[src/sv/isfa_pkg.sv]
// shared types, constants and helpers of the spin flip acceptance unit
package isfa_pkg;

  localparam int SPIN_COUNT_DEF = 16;
  localparam int FRAC_BITS_DEF  = 24;
  localparam int POLY_ORDER_DEF = 8;
  localparam int MAX_SPINS      = 64;

  localparam int CMD_W     = 2;
  localparam int SLOT_W    = 7;
  localparam int VALUE_W   = 40;
  localparam int CUTOFF_W  = 24;
  localparam int SCALE_W   = 48;
  localparam int PROB_W    = 32;
  localparam int CFG_IDX_W = 1;
  localparam int PAIR_W    = 6;

  localparam logic [CUTOFF_W-1:0] CUTOFF_RST = 24'h80_0000;
  localparam logic [SCALE_W-1:0]  INV_RST    = 48'h0002_0000_0000;
  localparam logic [PROB_W-1:0]   PROB_ONE   = 32'h8000_0000;

  localparam logic [CFG_IDX_W-1:0] CFG_CUTOFF     = 1'b0;
  localparam logic [CFG_IDX_W-1:0] CFG_INV_CUTOFF = 1'b1;

  typedef enum logic [CMD_W-1:0] {
    CMD_LOAD_FIELD = 2'd0,
    CMD_LOAD_CPL   = 2'd1,
    CMD_LOAD_COEF  = 2'd2,
    CMD_EVAL       = 2'd3
  } cmd_t;

  // coefficient load word travelling down the pipeline in order
  typedef struct packed {
    logic                      vld;
    logic [SLOT_W-1:0]         slot;
    logic signed [VALUE_W-1:0] value;
  } coef_ld_t;

  typedef struct packed {
    logic              ok;
    logic [PAIR_W-1:0] a;
    logic [PAIR_W-1:0] b;
  } pair_t;

  // packed upper-triangular slot to spin pair
  function automatic pair_t slot_pair(input logic [SLOT_W-1:0] s, input int n);
    pair_t p;
    int    base;
    p = '0;
    for (int a = 0; a < MAX_SPINS - 1; a++) begin
      if (a < n - 1) begin
        base = (a * (2 * n - a - 1)) >> 1;
        if (int'(s) >= base) begin
          p.a = PAIR_W'(a);
          p.b = PAIR_W'(int'(s) - base + a + 1);
        end
      end
    end
    p.ok = int'(s) < ((n * (n - 1)) >> 1);
    return p;
  endfunction

endpackage

[src/sv/isfa_tree.sv]
// local field adder tree and clipped energy change
module isfa_tree import isfa_pkg::*; #(
  parameter int SPIN_COUNT = SPIN_COUNT_DEF,
  parameter int FRAC_BITS  = FRAC_BITS_DEF
) (
  input  logic                        clk,
  input  logic                        rst,
  input  logic                        in_vld,
  input  logic                        in_up,
  input  logic [SPIN_COUNT-1:0]       in_spins,
  input  logic                        in_fok,
  input  logic signed [FRAC_BITS:0]   in_field,
  input  logic [SPIN_COUNT-1:0]       in_cok,
  input  logic signed [FRAC_BITS:0]   in_cpl [SPIN_COUNT],
  input  coef_ld_t                    in_tok,
  output logic                        out_vld,
  output logic [FRAC_BITS-1:0]        out_delta,
  output coef_ld_t                    out_tok
);

  localparam int QW = FRAC_BITS + 1;
  localparam int NT = SPIN_COUNT + 1;
  localparam int L  = $clog2(NT);
  localparam logic signed [QW:0]   QMAX = {2'b00, {FRAC_BITS{1'b1}}};
  localparam logic signed [QW:0]   QMIN = {2'b11, {FRAC_BITS{1'b0}}};
  localparam logic signed [QW-1:0] QNEG = {1'b1, {FRAC_BITS{1'b0}}};
  localparam logic signed [QW-1:0] QPOS = {1'b0, {FRAC_BITS{1'b1}}};

  function automatic logic signed [QW-1:0] sat_add(input logic signed [QW-1:0] a,
                                                   input logic signed [QW-1:0] b);
    logic signed [QW:0] s;
    s = {a[QW-1], a} + {b[QW-1], b};
    if (s > QMAX) return QMAX[QW-1:0];
    if (s < QMIN) return QMIN[QW-1:0];
    return s[QW-1:0];
  endfunction

  function automatic logic signed [QW-1:0] sat_neg(input logic signed [QW-1:0] a);
    if (a == QNEG) return QPOS;
    return -a;
  endfunction

  logic signed [QW-1:0] lv [0:L][0:NT-1];
  logic                 vl [0:L];
  logic                 up [0:L];
  coef_ld_t             tk [0:L];
  logic signed [QW-1:0] fld;
  logic signed [QW-1:0] dbl;

  always_ff @(posedge clk) begin
    if (rst) begin
      vl[0]     <= 1'b0;
      tk[0].vld <= 1'b0;
    end else begin
      vl[0] <= in_vld;
      tk[0] <= in_tok;
    end
    up[0]    <= in_up;
    lv[0][0] <= in_fok ? in_field : '0;
  end

  for (genvar j = 0; j < SPIN_COUNT; j++) begin : g_lane
    always_ff @(posedge clk) begin
      if (!in_cok[j]) begin
        lv[0][j+1] <= '0;
      end else if (in_spins[j]) begin
        lv[0][j+1] <= in_cpl[j];
      end else begin
        lv[0][j+1] <= sat_neg(in_cpl[j]);
      end
    end
  end

  for (genvar l = 1; l <= L; l++) begin : g_lvl
    localparam int CP = (NT + (1 << (l - 1)) - 1) >> (l - 1);
    always_ff @(posedge clk) begin
      if (rst) begin
        vl[l]     <= 1'b0;
        tk[l].vld <= 1'b0;
      end else begin
        vl[l] <= vl[l-1];
        tk[l] <= tk[l-1];
      end
      up[l] <= up[l-1];
    end
    for (genvar k = 0; k < NT; k++) begin : g_node
      if (2 * k + 1 < CP) begin : g_add
        always_ff @(posedge clk) lv[l][k] <= sat_add(lv[l-1][2*k], lv[l-1][2*k+1]);
      end else if (2 * k < CP) begin : g_pass
        always_ff @(posedge clk) lv[l][k] <= lv[l-1][2*k];
      end else begin : g_zero
        always_ff @(posedge clk) lv[l][k] <= '0;
      end
    end
  end

  always_comb begin
    fld = up[L] ? lv[L][0] : sat_neg(lv[L][0]);
    dbl = sat_add(fld, fld);
  end

  always_ff @(posedge clk) begin
    if (rst) begin
      out_vld     <= 1'b0;
      out_tok.vld <= 1'b0;
    end else begin
      out_vld <= vl[L];
      out_tok <= tk[L];
    end
    out_delta <= dbl[QW-1] ? '0 : dbl[FRAC_BITS-1:0];
  end

endmodule

[config.mk]
export PLATFORM = sky130hd
export DESIGN_NAME = isfa_tree
export DESIGN_NICKNAME = d
export VERILOG_FILES = /design/src/sv/isfa_pkg.sv /design/src/sv/isfa_tree.sv
export SDC_FILE = /design/constraint.sdc
export NUM_CORES = 2
export LEC_CHECK = 0
export BUFFER_PORTS_ARGS = -buffer_cell sky130_fd_sc_hd__buf_2
export CAP_MARGIN = 20
export CORE_UTILIZATION = 45
export CTS_BUF_LIST = sky130_fd_sc_hd__clkbuf_4 sky130_fd_sc_hd__clkbuf_8
export DETAILED_ROUTE_END_ITERATION = 12
export GPL_ROUTABILITY_DRIVEN = 0
export GPL_TIMING_DRIVEN = 1
export MAX_ROUTING_LAYER = met4
export SETUP_SLACK_MARGIN = 0.2
export SLEW_MARGIN = 20
export SYNTH_ARGS = -nofsm -noshare
export SYNTH_HDL_FRONTEND = slang
export SYNTH_SLANG_ARGS = --single-unit
[constraint.sdc]
create_clock -name clk -period 19.39 [get_ports clk]
set_clock_uncertainty 0.05 [all_clocks]
set_input_delay 0.9695 -clock clk [delete_from_list [all_inputs] [get_ports clk]]
set_output_delay 0.9695 -clock clk [all_outputs]
set_load 0.05 [all_outputs]
* Yosys cells after proc, flatten, opt, wreduce, memory -nomap -nowiden *
Memory sizes are Yosys's and may differ from the RTL's. A register that Yosys moved wholly into a read port is not among the register bits.
Index checks and enable logic that the tools add are counted.

cells by class
  multiplexer cells = 395
  equality and inequality tests = 17
  add/sub/neg operators = 34
  bitwise operators = 44
  magnitude comparators = 34

operators with widths
  cell                                                          number
  two-way mux 25 bit                                            168
  adder 25 x 25 -> 26 bit                                       17
  > comparator 26 x 25 -> 1 bit, second input constant          17
  less-than comparator 26 x 25 -> 1 bit, second input constant  17
  equality test 25 bit, second input constant                   17
  negator 25 bit                                                17
  two-way mux 1 bit                                             227
  OR 1 bit                                                      44

storage, ports and cells
  output and inout port bits = 73
  bits in writable memories = 2850
  memories kept = 4
  input bits = 510
  flip-flop bits (word level) = 72

memory list
  name  words  bits a word  rd ports  clocked after Yosys merged registers in  write ports  line             source
  lv    6      425          6         0                                        6            isfa_tree.sv:43  logic signed [QW-1:0] lv [0:L][0:NT-1];
  tk    6      48           6         0                                        6            isfa_tree.sv:46  coef_ld_t tk [0:L];
  up    6      1            6         0                                        6            isfa_tree.sv:45  logic up [0:L];
  vl    6      1            6         1                                        6            isfa_tree.sv:44  logic vl [0:L];

* Depth between registers and ports, before layout *
An unclocked memory read counts as a cell.

  depth after elaboration = 11
  mapped depth = 13

* Least setup slack after synthesis *
Ideal clock, no wire load.

  kind = input port to flip-flop
  start point = input port rst
  end point = register out_tok[0] in the netlist's numbering (enable)
  slack = 11.175 ns
  setup time = 0.677 ns
  cell stages on the path = 2
  arrival = 7.488 ns
  cell sequence = clkbuf_1 -> inv_1

RTL lines
  element               line              source
  start, declared       isfa_tree.sv:7    input logic rst,
  end signal, assigned  isfa_tree.sv:108  out_tok <= tk[L];
  end, declared         isfa_tree.sv:18   output coef_ld_t out_tok

No word-level cell between the ends.

==> run summary <==
Synth Cell Area -> 0.06887 mm²
CTS Root Cell -> clkbuf_8
Initial antenna violation count -> 4
Drt drc -> 0
CP max stage delay -> 810 ps
Slew Viols, Final -> 0
Final Hold Viols -> 0
Die Footprint -> 0.1546 mm²
CTS sink cnt -> 1298
Max Cap Violations -> 0
Final setup TNS -> 0 ps
First-pass GRT wire length -> 257200 µm
Clk buf depth -> 3
CP Buf/Inv Count -> 0
Iteration-0 DRC Markers -> 3071
Slew HR -> 29.54%
Synth Area per Inst -> 10.06 µm²
Crit. End Element -> flip-flop
Area share of the largest cell type after synthesis -> 31.79%
Tightest Pin Transition -> 1057 ps
Fillers -> 13.74k
Hold slack -> 114.4 ps
Critical path's slowest cell -> nor2_1
Async S/R FF share, synth -> 0%
Outcome -> finished, final reports clean
Top Ports -> 583
TritonCTS clock tree -> done
Unrepaired setup endpoints after global routing -> no
Number of global-route vias before repair -> 50.22k
Switching part of the total -> 40.52%
Grt ovf -> 0
Min Tclk post-route -> 3955 ps
Syn. warnings -> 0
Final ANT Viol Nets -> 0
Via-to-Cell Ratio -> 5.229
Post-synthesis cell type count -> 98
Number of flops mapped to enable cells by yosys -> 729
HP Class -> primary input to flip-flop
Switch Pwr -> 5.097 mW
Routed WL per cell -> 16.25 µm
Peak VDD IR -> 0.1231 mV
Clock share of power -> 20.9%
Gr usage total -> 21.25%
CTS Hold Buffers Added -> 33
Die Wd -> 393.2 µm
CTS buffer count -> 212
Internal -> 7.481 mW
Total setup buffers inserted after CTS -> 0
Leakage -> 33.89 nW
Dpl cell area -> 0.07498 mm²
Gate count after technology mapping -> 6844
PortBufs -> 582
Most area-consuming cells after synthesis -> edfxtp_1 (32%), dfxtp_1 (17%), ha_1 (7.6%)
Crit Path Class -> flip-flop to flip-flop
Family with the most delay on the worst path -> compound AO/OA/AOI/OAI gates
Synth Flop Type -> edfxtp_1
Crit path DAT -> 4690 ps
Worst-path clk slew -> 60 ps
Final setup violation count -> 0
Seq/Total Area, Yosys -> 48.33%
Sequential Power Share -> 31.5%
H-tree levels -> 4
Flop2flop setup slack -> 15430 ps
Register bit total from synthesis -> 1298
Fin nets -> 8778
Final Cycle Share -> 20.40%
Largest net degree at the start of global routing -> 202
Post-layout util -> 52.86%
Fin area -> 0.08029 mm²
Pwr Density -> 156.7 mW/mm²
First-pass DRT Iterations -> 6
Required @ worst endpoint -> 20120 ps
CP Max Fanout -> 21
Syn-to-layout area delta -> 16.59%
Total power -> 12.58 mW
Peak Freq -> 252.8 MHz
Core Region -> 0.1519 mm²
Via count -> 52.58k
Clock Latency Late Sink -> 980 ps
Critical Path, Cell by Cell -> ha_1 > fa_1 > a211oi_1 > o21bai_1 > a31oi_1 > o31ai_1 > or3_1 > o311a_1 > nor2_1 > o21ai_0
Post-synth top area cell -> edfxtp_1
CP Launch Type -> flip-flop
Starting Density -> 45.34%
Fraction of layout cells with a size suffix above 1 -> 13.60%
FP Rows -> 143
Drt total wl -> 163400 µm
Combinational power share -> 47.5%
DP Wirelength -> 125900 µm
Die Y -> 393.2 µm
Post-CTS resize count -> 0
[flip-flops by register name, summed over array words and instances (netlist names)]
register	cells
up	6
vl	6
lv	925
tk	288
out_vld	1
out_tok	48
out_delta	24
[layout by cell type, fill, tap and decap left out, drive strengths merged, types with 68 or more instances in the layout]
cell | synthesis | layout
o21ai | 524 | 524
nor3 | 170 | 170
conb | 1 | 400
nand2 | 567 | 567
xnor2 | 438 | 438
edfxtp | 729 | 729
a21o | 221 | 221
xor2 | 253 | 253
and2 | 76 | 76
nor4 | 68 | 68
a21oi | 705 | 705
inv | 237 | 239
clkbuf | 211 | 328
ha | 417 | 417
nand3 | 117 | 117
dfxtp | 569 | 569
buf | 39 | 595
nor2 | 448 | 448
a31oi | 114 | 114
[kinds of logic after synthesis]
family | count (synthesis) | share of synthesized area, %
AO/OA/AOI/OAI | 2058 | 18.32
other | 1 | 0.005445
flip-flops | 1298 | 48.33
adder cells (fa/ha/maj) | 481 | 8.739
buffers and inverters | 487 | 2.712
AND/OR/NAND/NOR | 1776 | 12.31
XOR/XNOR | 691 | 8.788
multiplexers | 52 | 0.8030
[per-layer routing]
layer | vias up | part of all wire, % | GRT usage [%]
met2 | 1101 | 47 | 34.24
met4 | 0 | 2.3 | 6.268
met5 | - | 0 | -
met1 | 24603 | 47 | 27.80
met3 | 244 | 3.9 | 2.935
li1 | 26636 | - | -
[cell type report]
cell class                      instances  area [µm²]  area share [%]
Antenna cell                            2       5.005        0.006233
Clock buffer                          328        3989           4.968
Clock inverter                         76       963.4           1.200
Inverter                              237       897.1           1.117
Multi-Input combinational cell       5458       35260           43.92
Sequential cell                      1298       33280           41.45
Tap cell                             2030        2540           3.163
Timing Repair Buffer                  628        3353           4.176
[power groups by stage]
stage	Combinational, mW	Clock, mW	Sequential [mW]
after global routing	6.68	2.84	4.01
final	5.97	2.64	3.97
after detailed placement	5.89	0	4.03
after floorplan	4.46	0	3.92
after global placement	5.82	0	4.03
after CTS	5.95	2.72	3.98
[cell usage after synthesis, drive strengths merged, types with 20 or more instances]
cell type and number:
maj3 48, inv 237, nand2b 40, a21o 221, mux2i 32, nand2 567
o21ai 524, o31ai 37, nor4 68, and2 76, a211o 26, nor3 170
nand4 45, o21a 43, a31oi 114, or3 41, xor2 253, mux2 20
a21boi 61, a21oi 705, a2111oi 20, dfxtp 569, buf 39, ha 417
edfxtp 729, xnor2 438, clkbuf 211, a211oi 65, or4 22, o211ai 38
and3 41, nor2b 53, o21bai 52, nor2 448, nand3 117
[worst paths after layout]
| kind | from | end | cells past startpoint |
|---|---|---|---|
| setup / recovery | lv[0][375] | lv[1][414] | 10 |
| hold / removal | in_tok[27] | tk[0][27] | 1 |
| setup reg to reg | lv[0][375] | lv[1][414] | 10 |
| hold reg to reg | lv[2][307] | lv[3][357] | 0 |
[stage by stage]
step / setup WS (ps) / instances
global route: 15140 / 10057
floorplan: 11180 / 7243
global placement: 15200 / 9618
detailed placement: 15160 / 9618
finish: 15430 / 10057
CTS: 15350 / 10055
(Power assumes the default switching activity.)
