**src/sv/isfa_ram.sv**
```systemverilog
// generic single-port-write ram with registered read
module isfa_ram #(
  parameter int W = 8,
  parameter int D = 16
) (
  input  logic                         clk,
  input  logic                         we,
  input  logic [(D > 1 ? $clog2(D) : 1)-1:0] waddr,
  input  logic [W-1:0]                 wdata,
  input  logic [(D > 1 ? $clog2(D) : 1)-1:0] raddr,
  output logic [W-1:0]                 rdata
);

  logic [W-1:0] mem [0:D-1];

  always_ff @(posedge clk) begin
    if (we) begin
      mem[waddr] <= wdata;
    end
    rdata <= mem[raddr];
  end

endmodule

```
**config.mk**
```make
export PLATFORM = sky130hd
export DESIGN_NAME = isfa_ram
export DESIGN_NICKNAME = d
export VERILOG_FILES = /design/src/sv/isfa_ram.sv
export SDC_FILE = /design/constraint.sdc
export NUM_CORES = 1
export LEC_CHECK = 0
export BUFFER_PORTS_ARGS = -buffer_cell sky130_fd_sc_hd__buf_2
export CORE_ASPECT_RATIO = 2
export CORE_MARGIN = 2
export CORE_UTILIZATION = 65
export DETAILED_ROUTE_END_ITERATION = 8
export PLACE_DENSITY = 0.84
export SLEW_MARGIN = 0
export SYNTH_ARGS = -nofsm -noshare
export SYNTH_HDL_FRONTEND = slang
export SYNTH_SLANG_ARGS = --single-unit
export TNS_END_PERCENT = 100
```
**constraint.sdc**
```tcl
create_clock -name clk -period 3.2 [get_ports clk]
set_clock_uncertainty 0.05 [all_clocks]
set_input_delay 0.16 -clock clk [delete_from_list [all_inputs] [get_ports clk]]
set_output_delay 0.16 -clock clk [all_outputs]
set_load 0.01 [all_outputs]
```
* Word level (Yosys, flattened, before mapping)
Memory sizes are Yosys's and may differ from the RTL's. A register that Yosys moved wholly into a read port is not among the register bits.
Index checks and enable logic that the tools add are counted.
** Word-level totals
- Register bits after elaboration :: 0
- Memory bits (writable) :: 128
- Input port bits :: 18
- Output and inout port bits :: 8
- Logic and storage cells :: 3
- Memories :: 1
** Memory list
- mem :: depth 16, width 8, read ports 1, clocked after Yosys merged registers in 1, write ports 1, line 14 : logic [W-1:0] mem [0:D-1];
** Cells by class
- Muxes and demuxes :: 2
** Operators by type and width (count)
- two-way mux 1 bit :: 2

* Longest topological paths before layout
Gate-level depths: netlist of the first run.
- Depth in word-level cells :: 2
- Depth in mapped cells :: 5
- Mapped depth without buffers :: 3

* Worst setup path after synthesis of the first run
OpenSTA, ideal clock, no wires.
- Kind :: input-to-reg
- Start :: input waddr[2] in the netlist's numbering
- End :: memory mem[0][0], enable pin
- Setup time :: 0.383 ns
- Arrival time :: 1.270 ns
- Required time :: 2.767 ns
- Setup slack :: 1.497 ns
- Stages on the path :: 2
- Path buffers :: 0
- Cells stage by stage :: or3b_2 -> nor3_1
** RTL lines
- start, declared :: line 8 : input logic [(D > 1 ? $clog2(D) : 1)-1:0] waddr,
- end, declared :: line 14
Straight into the memory's write port.

==> results of run 1 <==
[kinds of logic after synthesis]
logic type             count (synthesis)  share of synthesized area, %
AO/OA/AOI/OAI                         16                          2.33
multiplexers                          32                          15.0
flip-flops                           136                          77.8
buffers and inverters                 10                          1.68
AND/OR/NAND/NOR                       35                          3.18
[power by group]
group	leakage, nW	switching, W	total [W]	internal (W)
clock	0.270	0.000676	0.00180	0.00113
combinational	0.501	0.000110	0.000184	0.0000736
sequential	1.22	0.0000124	0.00201	0.00199
[layout make-up]
type | count | area, sq um
well taps | 96 | 120
clock buffers | 20 | 437
flip-flops and latches | 136 | 4000
repair buffers | 31 | 170
fillers | 434 | 1930
clock inverters | 12 | 109
multi-input cells | 83 | 1060
[worst max-delay path, delay by kind of cell]
family                 cells  cell delay [ns]
buffers and inverters      2             0.86
and+or+nand+nor            1             0.07
muxes                      1             0.59
AOI/OAI and AO/OA          1             0.22
[path summary, 6_finish.rpt]
check	start	endpoint	slack (ns)	depth (start not counted)
hold reg to reg	mem[15][6]	rdata[6]	0.62	3
setup / recovery	raddr[0]	rdata[0]	1.52	5
setup reg to reg	mem[1][2]	rdata[2]	1.73	3
hold / removal	wdata[1]	mem[2][1]	0.1	1
[per-stage QoR]
stage / worst slack (ns) / power (W) / hold slack, ns / area, sq um / util [%]
2_1_floorplan: 1.50 / 0.00214 / 0.209 / 5150 / -
3_3_place_gp: 1.08 / 0.00221 / 0.508 / 5350 / 68.4
3_5_place_dp: 1.10 / 0.00222 / 0.507 / 5350 / 68.4
4_1_cts: 1.48 / 0.00401 / 0.0838 / 5900 / 75.3
5_1_grt: 1.44 / 0.00409 / 0.0953 / 5900 / 75.3
6_report: 1.52 / 0.00399 / 0.0953 / 5900 / 75.3
[sequential cells by signal, summed over array words and instances (netlist names)]
name   cells
rdata      8
mem      128
[cells in the mapped netlist]
master | n | area, sq um
clkdlybuf4s25_2 | 3 | 30.0
nor2b_1 | 1 | 6.26
a22oi_1 | 16 | 120
nand2b_1 | 2 | 12.5
and2b_1 | 1 | 7.51
buf_6 | 3 | 33.8
nand3_1 | 1 | 5.00
edfxtp_1 | 128 | 3840
buf_4 | 1 | 7.51
nand3b_1 | 2 | 15.0
nand2_1 | 9 | 33.8
nor2_1 | 13 | 48.8
or3b_2 | 1 | 8.76
buf_2 | 3 | 15.0
and2_1 | 1 | 6.26
mux4_2 | 18 | 405
dfxtp_1 | 8 | 160
mux4_1 | 14 | 368
nor3_1 | 4 | 20.0
[cell usage in the layout (no fill, tap or decap)]
master / netlist / layout
a22oi_1: 16 / 16
nor3_1: 4 / 4
nor2_1: 13 / 13
nand2_1: 9 / 9
clkbuf_1: 0 / 3
bufinv_16: 0 / 2
nand2b_1: 2 / 2
mux4_1: 14 / 14
and2b_1: 1 / 1
clkinv_1: 0 / 3
buf_2: 3 / 25
nand3_1: 1 / 1
buf_4: 1 / 6
mux4_2: 18 / 18
dfxtp_1: 8 / 8
nor2b_1: 1 / 1
clkbuf_16: 0 / 17
edfxtp_1: 128 / 128
clkinvlp_4: 0 / 1
or3b_2: 1 / 1
nand3b_1: 2 / 2
and2_1: 1 / 1
clkinv_2: 0 / 6
[layer usage]
layer  share of wire (%)  vias to the layer above  track usage, %
met5                   0                        -               0
met4                 2.9                        0            11.6
met3                 5.2                       20            7.76
met2                  54                      102            43.1
met1                  38                     1251            33.9
li1                    -                     1051               -
==> impl_metrics.py, run 1 <==
metrics = {
    "status": {
        "status": "finished, final reports clean",
    },
    "route": {
        "dr.pass1.iters": 5,
        "routed_wl_um": 10000,
        "num_vias": 2424,
        "wl_per_cell_um": 26.6,
        "drtIter0Drc": 249,
        "vias_per_cell": 6.41,
        "postRouteAntennaNets": 0,
        "drc": 0,
    },
    "timing": {
        "clock.fmax_ghz": 0.596,
        "setup_tns_ns": 0,
        "final-max-slew-violation-count": 0,
        "relSlewSlack_pct": 42.7,
        "tightest_slew_ns": 0.857,
        "grt_setup_unrepaired": "no",
        "final-hold-violation-count": 0,
        "final.min_clock_period_ns": 1.68,
        "setup_viol": 0,
        "period_share_pct": 52.4,
    },
    "floorplan": {
        "dieArea_sq_mm": 0.00869,
        "initial_core_util_pct": 65.8,
        "die_h_um": 130,
        "coreArea_sq_mm": 0.00783,
        "pin_count": 26,
        "std_cell_rows": 46,
        "chipWidth_um": 66.9,
    },
    "clocking": {
        "htree_levels": 4,
        "cts_buffers": 17,
        "cts_tree": "yes",
        "clock_sinks": 136,
        "clk_path_buf_depth": 2,
        "clock_latency_ns": 0.42,
        "path_clk_slew_ns": 0.06,
        "holdBufCountCts": 0,
        "postCtsResizedCells": 0,
        "clk_root_buffer_cell": "clkbuf_16",
        "post-cts-setup-buffers": 0,
    },
    "global_route": {
        "grt_pass1_vias": 2474,
        "grt_pass1_wl_um": 14900,
        "grt.total_usage_pct": 26.7,
        "grt_max_degree": 33,
        "antenna_found_initial": 0,
        "grt_overflow": 0,
    },
    "logic_synthesis": {
        "synth.avg_cell_area_sq_um": 22.5,
        "syn_inst": 229,
        "ys_seq_area_share_pct": 77.8,
        "synth_area_sq_mm": 0.00515,
        "yosysWarnings": 0,
        "synth_cell_types": 19,
        "ys_ff_latch": 136,
        "syn-num-nets": 247,
    },
    "final_layout": {
        "antennaDiodeCount": 0,
        "drive_above_1_share_pct": 27.0,
        "area_delta_synth_final_pct": 14.6,
        "final_nets": 287,
        "stdcell_count": 378,
    },
    "worst_setup_path": {
        "path_class": "primary input to register",
        "start_kind": "primary input",
        "cp.arrival_ns": 1.92,
        "worstPathMaxFanout": 25,
        "end_kind": "register",
        "crit_slowest_cell": "buf_2",
        "cp_cell_sequence": "buf_2, buf_4, mux4_1, a22oi_1, nand2_1",
        "cp.required_ns": 3.44,
        "cp_slowest_stage_delay_ns": 0.59,
    },
    "placed_design": {
        "place_inst": 346,
        "place_congestion": 0.772,
        "io_buffers": 25,
        "detailedPlacementHpwl_um": 6270,
    },
    "flow_run": {
        "cap_violations": 0,
    },
    "power": {
        "cellPowerDensity_mw_per_mm2": 677,
        "vdd_drop_max_mv": 0.543,
        "power.leakage_nw": 1.99,
    },
    "hold_path": {
        "hp-class": "primary input to register",
    },
}
Note: power is estimated with default switching activity, not from simulation.
==> inputs of run 2 (changes only) <==
--- a/config.mk
+++ b/config.mk
@@ -5,12 +5,13 @@
 export SDC_FILE = /design/constraint.sdc
 export NUM_CORES = 1
 export LEC_CHECK = 0
+export ABC_AREA = 1
 export BUFFER_PORTS_ARGS = -buffer_cell sky130_fd_sc_hd__buf_2
 export CORE_ASPECT_RATIO = 2
 export CORE_MARGIN = 2
-export CORE_UTILIZATION = 65
+export CORE_UTILIZATION = 61
 export DETAILED_ROUTE_END_ITERATION = 8
-export PLACE_DENSITY = 0.84
+export PLACE_DENSITY = 0.79
 export SLEW_MARGIN = 0
 export SYNTH_ARGS = -nofsm -noshare
 export SYNTH_HDL_FRONTEND = slang
==> constraint.sdc (replaced) <==
create_clock -name clk -period 1.7 [get_ports clk]
set_clock_uncertainty 0.05 [all_clocks]
set_input_delay 0.085 -clock clk [delete_from_list [all_inputs] [get_ports clk]]
set_output_delay 0.085 -clock clk [all_outputs]
set_load 0.01 [all_outputs]
==> impl_metrics.py, run 2 <==
metrics = {
    "status": {
        "status": "finished, final reports clean",
    },
    "logic_synthesis": {
        "syn_inst": 551,
        "synth.avg_cell_area_sq_um": 10.5,
        "ys_seq_area_share_pct": 69.4,
        "async_reset_ff_share_pct": 0,
        "yosysWarnings": 0,
        "synth_top_area_share_pct": 66.7,
        "syn-num-nets": 569,
        "synth_cell_types": 12,
        "synth_common_cells": "nand2_1, edfxtp_1, inv_1",
        "synthTopCellsByArea": "edfxtp_1, nand2_1, nand3_1",
        "synth_edf_count": 128,
        "ys_ff_latch": 136,
        "yosysTopAreaCell": "edfxtp_1",
        "synth-main-ff-cell": "edfxtp_1",
        "yosysMostFrequentCell": "nand2_1",
        "synth_area_sq_mm": 0.00577,
    },
    "power": {
        "vdd_drop_max_mv": 1.29,
        "cellPowerDensity_mw_per_mm2": 1150,
        "power.leakage_nw": 2.91,
    },
    "clocking": {
        "clock_latency_ns": 0.41,
        "holdBufCountCts": 1,
        "clk_path_buf_depth": 2,
        "post-cts-setup-buffers": 0,
        "postCtsResizedCells": 0,
        "cts_tree": "yes",
        "path_clk_slew_ns": 0.05,
        "clock_sinks": 136,
        "clk_root_buffer_cell": "clkbuf_16",
        "cts_buffers": 17,
        "htree_levels": 4,
    },
    "timing": {
        "final-max-slew-violation-count": 0,
        "grt_setup_unrepaired": "no",
        "setup_viol": 0,
        "setup_ws_ns": 0.557,
        "final-hold-violation-count": 0,
        "hold_ws_ns": 0.0303,
        "period_share_pct": 67.2,
        "clock.fmax_ghz": 0.875,
        "tightest_slew_ns": 0.563,
        "relSlewSlack_pct": 62.4,
        "setup_tns_ns": 0,
        "final.min_clock_period_ns": 1.14,
    },
    "floorplan": {
        "std_cell_rows": 50,
        "die_h_um": 142,
        "dieArea_sq_mm": 0.0103,
        "coreArea_sq_mm": 0.00926,
        "initial_core_util_pct": 62.3,
        "pin_count": 26,
        "chipWidth_um": 72.8,
    },
    "worst_setup_path": {
        "worstPathMaxFanout": 1,
        "worst-r2r-setup-slack_ns": 0.56,
        "crit_buf_inv": 1,
        "cp_slowest_stage_delay_ns": 0.43,
        "end_kind": "output pin",
        "path_class": "register to output pin",
        "crit_slowest_cell": "dfxtp_1",
        "path_delay_family": "flip-flops",
        "cp.arrival_ns": 1.01,
        "cp_cell_sequence": "buf_2",
        "cp.required_ns": 1.56,
        "start_kind": "register",
    },
    "final_layout": {
        "stdcell_count": 710,
        "final_common_cell": "nand2_1",
        "final_cell_mix": "nand2_1, edfxtp_1, inv_1, nand3_1, buf_2",
        "regArea_sq_mm": 0.00400,
        "multi_input_area_sq_mm": 0.00121,
        "fin_area_sq_mm": 0.00662,
        "largest_register_ffs": 128,
        "top_regs": "mem: 128 flops, rdata: 8 flops",
        "drive_above_1_share_pct": 12.2,
        "largest-register": "mem",
        "fill_cells": 615,
        "area_delta_synth_final_pct": 14.8,
        "final_nets": 611,
        "antennaDiodeCount": 0,
    },
    "placed_design": {
        "place_inst": 677,
        "placed_area_sq_mm": 0.00605,
        "place_congestion": 0.903,
        "pre_cts_ws_ns": 0.401,
        "detailedPlacementHpwl_um": 8300,
        "io_buffers": 25,
    },
    "route": {
        "postRouteAntennaNets": 0,
        "wl_per_cell_um": 18.1,
        "drc": 0,
        "routed_wl_um": 12900,
        "drtIter0Drc": 483,
        "num_vias": 3943,
        "vias_per_cell": 5.55,
        "dr.pass1.iters": 5,
    },
    "hold_path": {
        "hp-class": "primary input to register",
    },
    "global_route": {
        "grt_max_degree": 65,
        "grt_pass1_wl_um": 20100,
        "antenna_found_initial": 0,
        "grt_overflow": 0,
        "grt.total_usage_pct": 27.6,
        "grt_pass1_vias": 3873,
    },
    "flow_run": {
        "cap_violations": 0,
    },
}
-- run 2: cell types whose count changed after synthesis, moves of 3 or more --
| cell | before | now |
|---|---|---|
| mux4_1 | 14 | 0 |
| a22oi_1 | 16 | 0 |
| buf_6 | 3 | 6 |
| clkdlybuf4s25_2 | 3 | 0 |
| inv_1 | 0 | 100 |
| nand2_1 | 9 | 173 |
| mux4_2 | 18 | 0 |
| nor3_1 | 4 | 0 |
| nor2_1 | 13 | 17 |
| buf_4 | 1 | 4 |
| nand3_1 | 1 | 97 |
| buf_2 | 3 | 13 |
-- run 2: power breakdown --
part           switching [W]  total, W  internal (W)
Clock                0.00121   0.00338       0.00217
Sequential         0.0000287   0.00378       0.00375
Combinational       0.000331  0.000472      0.000141
-- run 2: stage by stage --
step / utilization, % / power [W]
6_report: 71.5 / 0.00764
5_1_grt: 71.5 / 0.00787
4_1_cts: 71.5 / 0.00766
3_5_place_dp: 65.4 / 0.00431
3_3_place_gp: 65.4 / 0.00430
2_1_floorplan: - / 0.00411
-- run 2: path summary, 6_finish.rpt --
| path | start | cells past startpoint | end |
|---|---|---|---|
| setup / recovery | rdata[2] | 1 | rdata[2] |
| hold / removal | raddr[2] | 4 | rdata[3] |
| setup reg to reg | mem[9][2] | 6 | rdata[2] |
| hold reg to reg | mem[10][3] | 6 | rdata[3] |
-- run 2: cell families (layout without fill, tap and decap cells) --
| family | after synthesis | in the layout | share of synthesized area (%) |
|---|---|---|---|
| and+or+nand+nor | 289 | 289 | 21.0 |
| buffers and inverters | 126 | 181 | 9.52 |
| DFF | 136 | 136 | 69.4 |
-- run 2: final cells by class --
cell class / instances / share of cell area, %
clock buffers: 22 / 6.86
well taps: 104 / 1.97
clock inverters: 10 / 1.55
repair buffers: 47 / 4.99
inverters: 102 / 5.79
flip-flops and latches: 136 / 60.5
multi-input cells: 289 / 18.3
-- run 2: worst reg2reg max path, cell delays in order, from the launching register on --
cell and delay (ns):
edfxtp_1 0.36, inv_1 0.07, nand2_1 0.06, nand3_1 0.09, nand3_1 0.17, nand3_1 0.17
nand2_1 0.05
-- run 2: metal layers --
metal  GRT usage (%)  up-vias  routed length (um)
met3            5.82       58                 737
met1            28.7     1834                4210
met4            17.8        0                 833
li1                -     1862                   -
met2            48.5      189                7100
met5               0        -                   0
